==> src/design/plist_pkg.sv <==
`timescale 1ns / 1ps
// ----------------------------------------------------------------------------
// Positional list store package
// Shared types and constants for the list store controller and datapath.
// ----------------------------------------------------------------------------
package plist_pkg;

   localparam int DEFAULT_CAPACITY = 16;

   // Action codes carried in the request transaction.
   localparam logic [1:0] ACT_INSERT = 2'd0;
   localparam logic [1:0] ACT_DELETE = 2'd1;
   localparam logic [1:0] ACT_READ   = 2'd2;

   typedef enum logic [1:0] {
      ST_OK    = 2'd0,
      ST_RANGE = 2'd1,
      ST_EMPTY = 2'd2,
      ST_FULL  = 2'd3
   } status_type;

   typedef struct packed {
      logic [1:0] action;
      logic [4:0] position;
      logic [7:0] value;
   } req_type;

   typedef struct packed {
      logic [7:0] data;
      status_type status;
      logic [4:0] entry_count;
   } rsp_type;

   typedef enum logic [2:0] {
      S_IDLE,
      S_DECODE,
      S_FETCH,
      S_CHECK,
      S_SHIFT_RD,
      S_SHIFT_WR,
      S_PLACE,
      S_DONE
   } ctrl_state_type;

   typedef enum logic [1:0] {
      RD_POS,
      RD_PREV,
      RD_NEXT
   } rd_sel_type;

   typedef enum logic {
      WR_SHIFT,
      WR_PLACE
   } wr_sel_type;

   typedef enum logic [2:0] {
      IDX_HOLD,
      IDX_COUNT,
      IDX_POS,
      IDX_DEC,
      IDX_INC
   } idx_op_type;

   // Commands from the controller to the datapath.
   typedef struct packed {
      logic       latch;
      logic       rd_en;
      rd_sel_type rd_sel;
      logic       wr_en;
      wr_sel_type wr_sel;
      idx_op_type idx_op;
      logic       cnt_inc;
      logic       cnt_dec;
      logic       got_load;
      logic       res_load;
      status_type res_status;
      logic       res_use_got;
   } cmd_type;

   // Status from the datapath to the controller.
   typedef struct packed {
      logic [1:0] action;
      logic       pos_gt_count;
      logic       pos_ge_count;
      logic       count_zero;
      logic       full;
      logic       idx_eq_pos;
      logic       idx_next_lt_count;
      logic       out_free;
   } stat_type;

endpackage

==> src/design/plist_datapath.sv <==
`timescale 1ns / 1ps
// ----------------------------------------------------------------------------
// Positional list store datapath
// Entry memory, count, walking index, request latch and result register.
// ----------------------------------------------------------------------------
module plist_datapath #(
   parameter int CAPACITY = plist_pkg::DEFAULT_CAPACITY
) (
   input  logic               clock,
   input  logic               reset,
   input  plist_pkg::req_type req_item,
   input  plist_pkg::cmd_type cmd,
   output plist_pkg::stat_type stat,
   input  logic               rsp_stall,
   output logic               rsp_valid,
   output plist_pkg::rsp_type rsp_item
);
   import plist_pkg::*;

   localparam int AW = (CAPACITY > 1) ? $clog2(CAPACITY) : 1;
   localparam int CW = $clog2(CAPACITY + 1);
   localparam int W  = (CW > 5) ? CW : 5;

   logic [7:0]    mem [CAPACITY];
   logic [7:0]    rdata_ff;
   logic [7:0]    got_ff;
   logic [1:0]    action_ff;
   logic [4:0]    pos_ff;
   logic [7:0]    value_ff;
   logic [CW-1:0] count_ff, count_in;
   logic [CW-1:0] idx_ff, idx_in;
   logic          rsp_valid_ff, rsp_valid_in;
   rsp_type       rsp_item_ff;

   logic [W-1:0]  pos_ext, cnt_ext, idx_ext;
   logic [CW-1:0] idx_prev, idx_next;
   logic [CW:0]   idx_next_wide;
   logic [AW-1:0] rd_addr, wr_addr;
   logic [7:0]    wr_data;

   always_comb begin
      pos_ext       = W'(pos_ff);
      cnt_ext       = W'(count_ff);
      idx_ext       = W'(idx_ff);
      idx_prev      = idx_ff - CW'(1);
      idx_next      = idx_ff + CW'(1);
      idx_next_wide = {1'b0, idx_ff} + (CW+1)'(1);
   end

   always_comb begin
      stat.action            = action_ff;
      stat.pos_gt_count      = pos_ext > cnt_ext;
      stat.pos_ge_count      = pos_ext >= cnt_ext;
      stat.count_zero        = count_ff == '0;
      stat.full              = count_ff == CW'(CAPACITY);
      stat.idx_eq_pos        = idx_ext == pos_ext;
      stat.idx_next_lt_count = idx_next_wide < {1'b0, count_ff};
      stat.out_free          = !rsp_valid_ff || !rsp_stall;
   end

   always_comb begin
      unique case (cmd.rd_sel)
         RD_POS:  rd_addr = pos_ext[AW-1:0];
         RD_PREV: rd_addr = idx_prev[AW-1:0];
         RD_NEXT: rd_addr = idx_next[AW-1:0];
         default: rd_addr = pos_ext[AW-1:0];
      endcase
      if (cmd.wr_sel == WR_PLACE) begin
         wr_addr = pos_ext[AW-1:0];
         wr_data = value_ff;
      end else begin
         wr_addr = idx_ff[AW-1:0];
         wr_data = rdata_ff;
      end
   end

   always_comb begin
      unique case (cmd.idx_op)
         IDX_HOLD:  idx_in = idx_ff;
         IDX_COUNT: idx_in = count_ff;
         IDX_POS:   idx_in = CW'(pos_ext);
         IDX_DEC:   idx_in = idx_prev;
         IDX_INC:   idx_in = idx_next;
         default:   idx_in = idx_ff;
      endcase
      priority if (cmd.cnt_inc) begin
         count_in = count_ff + CW'(1);
      end else if (cmd.cnt_dec) begin
         count_in = count_ff - CW'(1);
      end else begin
         count_in = count_ff;
      end
      priority if (cmd.res_load) begin
         rsp_valid_in = 1'b1;
      end else if (!rsp_stall) begin
         rsp_valid_in = 1'b0;
      end else begin
         rsp_valid_in = rsp_valid_ff;
      end
   end

   always_ff @(posedge clock) begin
      if (cmd.wr_en) begin
         mem[wr_addr] <= wr_data;
      end
      if (cmd.rd_en) begin
         rdata_ff <= mem[rd_addr];
      end
   end

   always_ff @(posedge clock) begin
      if (cmd.latch) begin
         action_ff <= req_item.action;
         pos_ff    <= req_item.position;
         value_ff  <= req_item.value;
      end
      if (cmd.got_load) begin
         got_ff <= rdata_ff;
      end
      idx_ff <= idx_in;
      if (cmd.res_load) begin
         rsp_item_ff.data        <= cmd.res_use_got ? got_ff : 8'd0;
         rsp_item_ff.status      <= cmd.res_status;
         rsp_item_ff.entry_count <= cnt_ext[4:0];
      end
   end

   always_ff @(posedge clock) begin
      if (reset) begin
         count_ff     <= '0;
         rsp_valid_ff <= 1'b0;
      end else begin
         count_ff     <= count_in;
         rsp_valid_ff <= rsp_valid_in;
      end
   end

   assign rsp_valid = rsp_valid_ff;
   assign rsp_item  = rsp_item_ff;

endmodule

==> src/design/plist_ctrl.sv <==
`timescale 1ns / 1ps
// ----------------------------------------------------------------------------
// Positional list store controller
// Sequences decode, entry shifting and result hand-off for one transaction.
// ----------------------------------------------------------------------------
module plist_ctrl (
   input  logic                clock,
   input  logic                reset,
   input  logic                req_valid,
   output logic                req_stall,
   input  plist_pkg::stat_type stat,
   output plist_pkg::cmd_type  cmd
);
   import plist_pkg::*;

   ctrl_state_type state_ff, state_in;
   status_type     code_ff, code_in;
   logic           is_insert;

   always_ff @(posedge clock) begin
      if (reset) begin
         state_ff <= S_IDLE;
      end else begin
         state_ff <= state_in;
      end
   end

   always_ff @(posedge clock) begin
      code_ff <= code_in;
   end

   always_comb begin
      is_insert       = stat.action == ACT_INSERT;
      state_in        = state_ff;
      code_in         = code_ff;
      req_stall       = 1'b1;
      cmd.latch       = 1'b0;
      cmd.rd_en       = 1'b0;
      cmd.rd_sel      = RD_POS;
      cmd.wr_en       = 1'b0;
      cmd.wr_sel      = WR_SHIFT;
      cmd.idx_op      = IDX_HOLD;
      cmd.cnt_inc     = 1'b0;
      cmd.cnt_dec     = 1'b0;
      cmd.got_load    = 1'b0;
      cmd.res_load    = 1'b0;
      cmd.res_status  = code_ff;
      cmd.res_use_got = (code_ff == ST_OK) && !is_insert;

      unique case (state_ff)
         S_IDLE: begin
            req_stall = 1'b0;
            if (req_valid) begin
               cmd.latch = 1'b1;
               state_in  = S_DECODE;
            end
         end
         S_DECODE: begin
            priority if (is_insert) begin
               priority if (stat.pos_gt_count) begin
                  code_in  = ST_RANGE;
                  state_in = S_DONE;
               end else if (stat.full) begin
                  code_in  = ST_FULL;
                  state_in = S_DONE;
               end else begin
                  code_in    = ST_OK;
                  cmd.idx_op = IDX_COUNT;
                  state_in   = S_CHECK;
               end
            end else if (stat.action == ACT_DELETE || stat.action == ACT_READ) begin
               priority if (stat.count_zero) begin
                  code_in  = ST_EMPTY;
                  state_in = S_DONE;
               end else if (stat.pos_ge_count) begin
                  code_in  = ST_RANGE;
                  state_in = S_DONE;
               end else begin
                  code_in    = ST_OK;
                  cmd.rd_en  = 1'b1;
                  cmd.rd_sel = RD_POS;
                  state_in   = S_FETCH;
               end
            end else begin
               code_in  = ST_RANGE;
               state_in = S_DONE;
            end
         end
         S_FETCH: begin
            cmd.got_load = 1'b1;
            if (stat.action == ACT_DELETE) begin
               cmd.idx_op = IDX_POS;
               state_in   = S_CHECK;
            end else begin
               state_in = S_DONE;
            end
         end
         S_CHECK: begin
            if (is_insert) begin
               state_in = stat.idx_eq_pos ? S_PLACE : S_SHIFT_RD;
            end else if (stat.idx_next_lt_count) begin
               state_in = S_SHIFT_RD;
            end else begin
               cmd.cnt_dec = 1'b1;
               state_in    = S_DONE;
            end
         end
         S_SHIFT_RD: begin
            cmd.rd_en  = 1'b1;
            cmd.rd_sel = is_insert ? RD_PREV : RD_NEXT;
            state_in   = S_SHIFT_WR;
         end
         S_SHIFT_WR: begin
            cmd.wr_en  = 1'b1;
            cmd.wr_sel = WR_SHIFT;
            cmd.idx_op = is_insert ? IDX_DEC : IDX_INC;
            state_in   = S_CHECK;
         end
         S_PLACE: begin
            cmd.wr_en   = 1'b1;
            cmd.wr_sel  = WR_PLACE;
            cmd.cnt_inc = 1'b1;
            state_in    = S_DONE;
         end
         S_DONE: begin
            if (stat.out_free) begin
               cmd.res_load = 1'b1;
               state_in     = S_IDLE;
            end
         end
         default: begin
            state_in = S_IDLE;
         end
      endcase
   end

endmodule

==> src/design/positional_list_store.sv <==
`timescale 1ns / 1ps
// ----------------------------------------------------------------------------
// Positional list store
// Ordered byte sequence with insert, delete and read at a position.
// ----------------------------------------------------------------------------
//
//   Channel  Dir  Handshake             Payload
//   req      in   req_valid/req_stall   req_item: action, position, value
//   rsp      out  rsp_valid/rsp_stall   rsp_item: data, status, entry_count
//
// One transaction is handled at a time. Entries live in a single-port-write,
// registered-read memory, and insert or delete moves the entries behind the
// position one at a time, each moved entry taking a read, a write and a check
// step. Errors go from decode straight to the result; a read adds a fetch,
// insert adds the shifts and a place step, delete a fetch and the shifts.
// The controller passes through idle before it accepts the next request.
// Reset clears the count and the result valid; memory contents are not
// cleared and are only read below the count. The result register frees the
// controller once loaded, so a new request is accepted while the previous
// result still waits on rsp_stall; that request finishes only once the result
// register is free again.
// ----------------------------------------------------------------------------
module positional_list_store #(
   parameter int CAPACITY = plist_pkg::DEFAULT_CAPACITY
) (
   input  logic               clock,
   input  logic               reset,
   input  logic               req_valid,
   output logic               req_stall,
   input  plist_pkg::req_type req_item,
   output logic               rsp_valid,
   input  logic               rsp_stall,
   output plist_pkg::rsp_type rsp_item
);
   import plist_pkg::*;

   // Commands and status between the controller and the datapath.
   cmd_type  cmd;
   stat_type stat;

   // The controller decides the sequence of memory moves from the status
   // compares that the datapath makes against the count and walking index.
   plist_ctrl u_ctrl (
      .clock     (clock),
      .reset     (reset),
      .req_valid (req_valid),
      .req_stall (req_stall),
      .stat      (stat),
      .cmd       (cmd)
   );

   // The datapath holds the entries, count, index and the result register.
   plist_datapath #(
      .CAPACITY (CAPACITY)
   ) u_datapath (
      .clock     (clock),
      .reset     (reset),
      .req_item  (req_item),
      .cmd       (cmd),
      .stat      (stat),
      .rsp_stall (rsp_stall),
      .rsp_valid (rsp_valid),
      .rsp_item  (rsp_item)
   );

   // A memory read and write are never issued in the same cycle.
   assert property (@(posedge clock) disable iff (reset)
      !(cmd.rd_en && cmd.wr_en))
      else $error("memory read and write issued together");

   // Any error status carries zero data.
   assert property (@(posedge clock) disable iff (reset)
      (rsp_valid && rsp_item.status != ST_OK) |-> (rsp_item.data == 8'd0))
      else $error("error result with nonzero data");

   // A full status is only reported with the sequence at capacity.
   assert property (@(posedge clock) disable iff (reset)
      (rsp_valid && rsp_item.status == ST_FULL) |->
         (rsp_item.entry_count == 5'(CAPACITY)))
      else $error("full status with sequence below capacity");

   // An accepted request never produces its result in the following cycle.
   assert property (@(posedge clock) disable iff (reset)
      (req_valid && !req_stall) |=> !cmd.res_load)
      else $error("result loaded too early after acceptance");

endmodule

==> config.mk <==
export PLATFORM = sky130hd
export DESIGN_NAME = positional_list_store
export DESIGN_NICKNAME = d
export VERILOG_FILES = /design/src/design/plist_pkg.sv /design/src/design/plist_datapath.sv /design/src/design/plist_ctrl.sv /design/src/design/positional_list_store.sv
export SDC_FILE = /design/constraint.sdc
export NUM_CORES = 1
export LEC_CHECK = 0
export ABC_AREA = 1
export BUFFER_PORTS_ARGS = -buffer_cell sky130_fd_sc_hd__buf_2
export CAP_MARGIN = 40
export CORE_MARGIN = 4
export CORE_UTILIZATION = 50
export CTS_BUF_LIST = sky130_fd_sc_hd__clkbuf_4 sky130_fd_sc_hd__clkbuf_8
export CTS_CLUSTER_DIAMETER = 150
export DETAILED_ROUTE_END_ITERATION = 10
export PLACE_DENSITY_LB_ADDON = 0.12
export SYNTH_ARGS = -nofsm -noshare
export SYNTH_HDL_FRONTEND = slang
export SYNTH_SLANG_ARGS = --single-unit
==> constraint.sdc <==
create_clock -name clock -period 4.55 [get_ports clock]
set_input_delay 0.6825 -clock clock [delete_from_list [all_inputs] [get_ports clock]]
set_output_delay 0.6825 -clock clock [all_outputs]
set_load 0.03 [all_outputs]
== Word-level counts from Yosys, hierarchy flattened ==
Memories as Yosys holds them, arrays and structs flattened. A register that Yosys moved wholly into a read port is not among the register bits.
Index checks and enable logic that the tools add are counted.
Cells by class
  add/subtract/negate cells: 5
  magnitude comparators: 3
  eq/ne operators: 20
  mux-type cells: 52
  reduce and logical (&&, ||, !) cells: 13
Operator list (number)
  $mux 3: 17
  $pmux 3 s8: 1
  $pmux 5 s4: 1
  $mux 2: 9
  $mux 1: 16
  $eq 3x3->1 const B: 5
  $eq 3x2->1 const B: 4
  $add 5x1->5 const B: 2
  $mux 5: 2
  $sub 5x1->5 const B: 2
  $pmux 3 s3: 1
  $mux 8: 1
  $pmux 4 s2: 1
  $add 5x1->6 const B: 1
  $eq 3x1->1 const B: 2
  $lt 6x5->1: 1
  $pmux 3 s2: 1
  $eq 5x5->1: 1
  $eq 5x5->1 const B: 1
  $ge 5x5->1: 1
  $gt 5x5->1: 1
  $logic_not 5->1: 1
  $eq 2x1->1 const B: 2
  $eq 2x2->1 const B: 2
  other kinds (12): 17
Word-level totals
  flip-flop bits (word level): 54
  bits in writable memories: 128
  input bits: 19
  word-level logic and storage cells: 106
  memories: 1
Memory list
  u_datapath.mem: words 16, bits a word 8, read ports 1, clocked after Yosys merged registers in 1, write ports 1, RTL line plist_datapath.sv:24  | logic [7:0] mem [CAPACITY];

== Logic depth before layout (Yosys ltp) ==
  depth in word-level cells: 8
  depth in mapped cells: 18

== Cells and area by module ==
Synthesis repeated with hierarchy kept, for this count alone.
Second synthesis, totals
  cell total of the unflattened synthesis: 872
  area total of the unflattened synthesis: 9034.9 um2
Modules (own cells, without submodules)
  plist_datapath: instances 1, cells each 784, area an instance 8533.2 um2, sequential area each 5495.3 um2
  plist_ctrl: instances 1, cells each 88, area an instance 501.7 um2, sequential area each 120.1 um2

== Worst setup path after synthesis ==
Ideal clock, no wire load.
  path kind: register to register
  from: reg u_datapath.action_ff[0]
  to: reg u_datapath.rdata_ff[6] (read register of u_datapath.mem), data pin
  setup time: 0.253 ns
  data arrival time: 2.169 ns
  data required time: 4.297 ns
  slack: 2.128 ns
  stages on the path, launching flop included: 17
  period minus slack after synthesis: 2.422 ns
  path through: edfxtp_1 -> inv_1 -> ha_1 -> inv_1 -> nor2_1 -> inv_1 -> ha_1 -> o211ai_4 -> nand2_2 -> buf_6 -> buf_4 -> nand2_1 -> nand3_1 -> nand2_1 -> nand2_1 -> nand3_1 -> nand2_1
Between the ends
  longest elaborated chain between the ends: 7
Ends and longest elaborated chain
  from (decl): RTL line plist_datapath.sv:27  | logic [1:0] action_ff;
  from (signal assigned): RTL line plist_datapath.sv:113  | action_ff <= req_item.action;
  $eq 2x1->1 / $eq 2x2->1 (equally long branches): RTL line plist_ctrl.sv:71  | end else if (stat.action == ACT_DELETE || stat.action == ACT_READ) begin
  $logic_or 1x1->1: RTL line plist_ctrl.sv:71
  $mux 3: RTL line plist_ctrl.sv:71
  $mux 3: RTL line plist_ctrl.sv:59  | priority if (is_insert) begin
  $pmux 3 s2 *: RTL line plist_ctrl.sv:50  | unique case (state_ff)
  $eq 2x2->1 / $eq 2x1->1 (equally long branches): RTL line plist_datapath.sv:62  | unique case (cmd.rd_sel)
  $pmux 4 s2: RTL line plist_datapath.sv:62
  to (decl): RTL line plist_datapath.sv:25  | logic [7:0] rdata_ff;
Every way passes the cells marked *; elsewhere a longest branch is shown, timed or not.
A chain may end at the register's enable or synchronous reset.

== Final worst setup path ==
  from: reg u_datapath.action_ff[1]
  to: reg u_datapath.rdata_ff[0] (read register of u_datapath.mem), data pin
Same word-level chain as after synthesis.

==> summary.md <==
| Metric | Value |
|---|---|
| DP Wirelength | `about 14000 um` |
| Final setup fails | `0` |
| Hold_buf cts | `0` |
| Syn_area_per_cell | `10.71 sq um` |
| Fill cells | `1470` |
| Fin nets | `894` |
| Register Area | `5615 sq um` |
| Pre-CTS WS | `1.321 ns` |
| Net Count, Synth | `about 860` |
| Io pins | `36` |
| Maximum vdd drop | `0.2697 mV` |
| Fin crit share | `71.15%` |
| Remaining antenna violation count | `0` |
| Clk network pwr share | `21.5%` |
| Slew Limit Fails | `0` |
| Flop pwr share | `47.4%` |
| Comb pwr share | `a little under a third` |
| Total Wirelength | `20480 um` |
| Cells after Synth | `823` |
| Final setup margin | `1.313 ns` |
| P&R area growth vs syn | `8.559%` |
| TNS Setup | `0 ns` |
| Yosys reg bits | `190` |
| Root Buffer | `clkbuf_8` |
| Initial antenna violation count | `0` |
| Critical path class | `reg2reg` |
| Worst Skew | `around 0.009 ns` |
| TritonCTS clock tree | `built` |
| Pwr/cell area | `502.3 nW/um^2` |
| Synth Cell Area | `8815 sq um` |
| Internal power | `3.025 mW` |
| Worst r2r path cells | `14` |
| Crit path time final | `3.237 ns` |
| Placed Cells incl. Taps | `1062` |
| Site Rows | `48` |
| # DRC | `0` |
| Worst path arrival time | `roughly 3.5 ns` |
| CP Max Fanout | `42` |
| Max transition margin | `41.82%` |
| WL met1 | `9733 um` |
| First-pass GRT wire length | `32400 um` |
| Post-cts resize count | `0` |
| Clk slew on worst S/H paths | `about 0.10 ns` |
| Hold Path Origin | `req_item[12]` |
| Sequential area share after synthesis | `a little under two thirds` |
| RePlAce Congestion | `between 0.9 and 1` |
| Hold Path End | `u_datapath.pos_ext[4]` |
| All-Layer GR Usage | `21.20%` |
| Sw Share | `37.06%` |
| Clk buf depth | `2` |
| H-tree levels | `4` |
| IO Port Bufs | `35` |
| Worst-margin pin slew | `0.8696 ns` |
| Status | `finished clean` |
| Met2 wire length | `9071 um` |
| Grt total ovfl | `0` |
| Layout cell share with drive strength beyond 1 | `11.39%` |
| R2R Setup Slk | `around 1.3 ns` |
| Max-Cap Viols | `0` |
| Initial Util | `50.96%` |
| RSZ-0062 raised after global routing | `no` |
| Die X | `140.8 um` |
| Post-route cell area | `9569 sq um` |
| Pin count of the biggest net entering global routing | `64` |
| Vias | `~6000` |
| Worst min path class | `in2reg` |
| Drt initial violations | `655` |
| Clk Latency, worst-skew pair | `0.46 ns` |
| Cell variety after synth | `38` |
| Multi-input gate area | `~2600 sq um` |
| Fin. Hold Viols | `0` |
| FF-to-FF Start | `u_datapath.action_ff[1]` |
| Total leakage power | `~3.8 nW` |
| Most common cell after layout, fill and taps aside | `edfxtp_1` |
| Leading area contributor after synthesis | `edfxtp_1` |
| Max Clk Rate | `between 0.3 and 0.4 GHz` |
| Die Ht | `140.8 um` |
| Req. time, crit path | `4.76 ns` |
| Post-CTS Setup Repair Bufs | `0` |
| # diodes | `0` |
| WHS | `slightly below 0.4 ns` |
| Yosys top cell area share | `around three fifths` |
| P_sw | `1.782 mW` |
| Number of global-route vias before repair | `5714` |
| Die ar. | `19820 sq um` |
| Most frequent cells in the layout | `edfxtp_1 (181), nand2_1 (168), nand3_1 (137)` |
| DRT Pass-1 Iters | `9` |
| Met3 wire len | `1519 um` |
| Worst hold stages | `1` |
| CTS Sinks | `190` |
| Tot Pwr | `4.807 mW` |
| Core area | `~17000 sq um` |
| Top sig layer | `met4` |
| Final core area utilization | `55.32%` |
| R2R Path End | `u_datapath.rdata_ff[0]` |
| Synth top area cells | `edfxtp_1 (62%), nand3_1 (7.8%), nand2_1 (7.2%)` |
| Startpoint types | `flip-flop` |
| Crit. End Element | `flip-flop` |
| Avg WL per Cell | `18.72 um` |
| Via/cell ratio | `about 5.5` |
| TritonCTS Buffers | `17` |
| Finished Layout Cells | `1094` |
| Synth Warn # | `0` |
| Dpl cell area | `between 9000 and 10000 sq um` |
-- worst max-delay path by stage --
stage	startpoint	to	slack [ns]	depth (start not counted)
after floorplan	u_datapath.action_ff[0]	u_datapath.rdata_ff[6]	2.13	16
after global placement	u_datapath.action_ff[0]	u_datapath.rdata_ff[0]	1.39	14
after detailed placement	u_datapath.action_ff[0]	u_datapath.rdata_ff[0]	1.32	14
after CTS	u_ctrl.state_ff[1]	u_datapath.rdata_ff[0]	1.29	16
after global routing	u_ctrl.state_ff[1]	u_datapath.rdata_ff[1]	1.01	16
final	u_datapath.action_ff[1]	u_datapath.rdata_ff[0]	1.31	14
-- power groups by stage --
stage          logic (mW)  clock network [mW]  registers, mW
6_report             1.50                1.03           2.28
3_3_place_gp         1.43                   0           2.31
5_1_grt              1.66                1.13           2.29
2_1_floorplan        1.05                   0           2.28
3_5_place_dp         1.48                   0           2.32
4_1_cts              1.48                1.05           2.28
-- layout make-up --
type / instances / share of cell area [%]
Clock buffer: 17 / 2.445
Timing Repair Buffer: 46 / 2.942
Sequential cell: 190 / 58.68
Clock inverter: 15 / 1.334
Multi-Input combinational cell: 492 / 27.38
Inverter: 109 / 4.276
Tap cell: 225 / 2.942
-- synth_stat cells (all sizes together) --
cell type and count:
o221ai 1, nor2 52, o22ai 5, nor3 3
a22oi 1, inv 109, dfxtp 9, o21bai 1
o2111ai 2, nor4 1, a211oi 1, a31oi 1
xnor2 1, buf 22, o211ai 4, nand3 138
ha 18, fa 1, nand3b 48, o21ai 12
nand2 170, edfxtp 181, clkbuf 10, nand4 2
a21oi 14, xor2 8, mux2 8
-- flip-flops by register name, indices dropped and copies added (netlist names), 3 cells and up --
register	cells
u_datapath.got_ff	8
u_datapath.pos_ext	5
u_datapath.value_ff	8
u_datapath.idx_ext	5
u_datapath.cnt_ext	5
u_datapath.rdata_ff	8
u_datapath.rsp_item	15
u_ctrl.state_ff	3
u_datapath.mem	128
-- per-layer routing --
layer / track usage [%] / vias to the layer above
li1: - / 2876
met4: 4.691 / 0
met3: 5.020 / 13
met2: 30.65 / 241
met5: 0 / -
met1: 32.78 / 2886
-- cell families (layout without fill, tap and decap cells) --
kind of cell             Yosys count  after routing  synth area share, %
AO/OA/AOI/OAI                     42             42                3.038
XOR/XNOR                           9              9               0.9795
buffers and inverters            141            187                6.600
AND/OR/NAND/NOR                  414            414                21.87
adder cells (fa/ha/maj)           19             19                2.782
flip-flops                       190            190                63.70
multiplexers                       8              8                1.022
-- worst max-delay path: stages, from the launching register on --
cell and delay [ns]:
edfxtp_1 0.38, inv_1 0.09, ha_1 0.26, inv_1 0.18, nor2_1 0.17, ha_1 0.28, inv_2 0.15, o211ai_4 0.10
nand2_2 0.36, buf_4 0.49, nand2_1 0.10, nand3_1 0.12, nand3_1 0.08, nand3_1 0.13, nand2_1 0.07
Note: power is estimated with default switching activity, not from simulation.
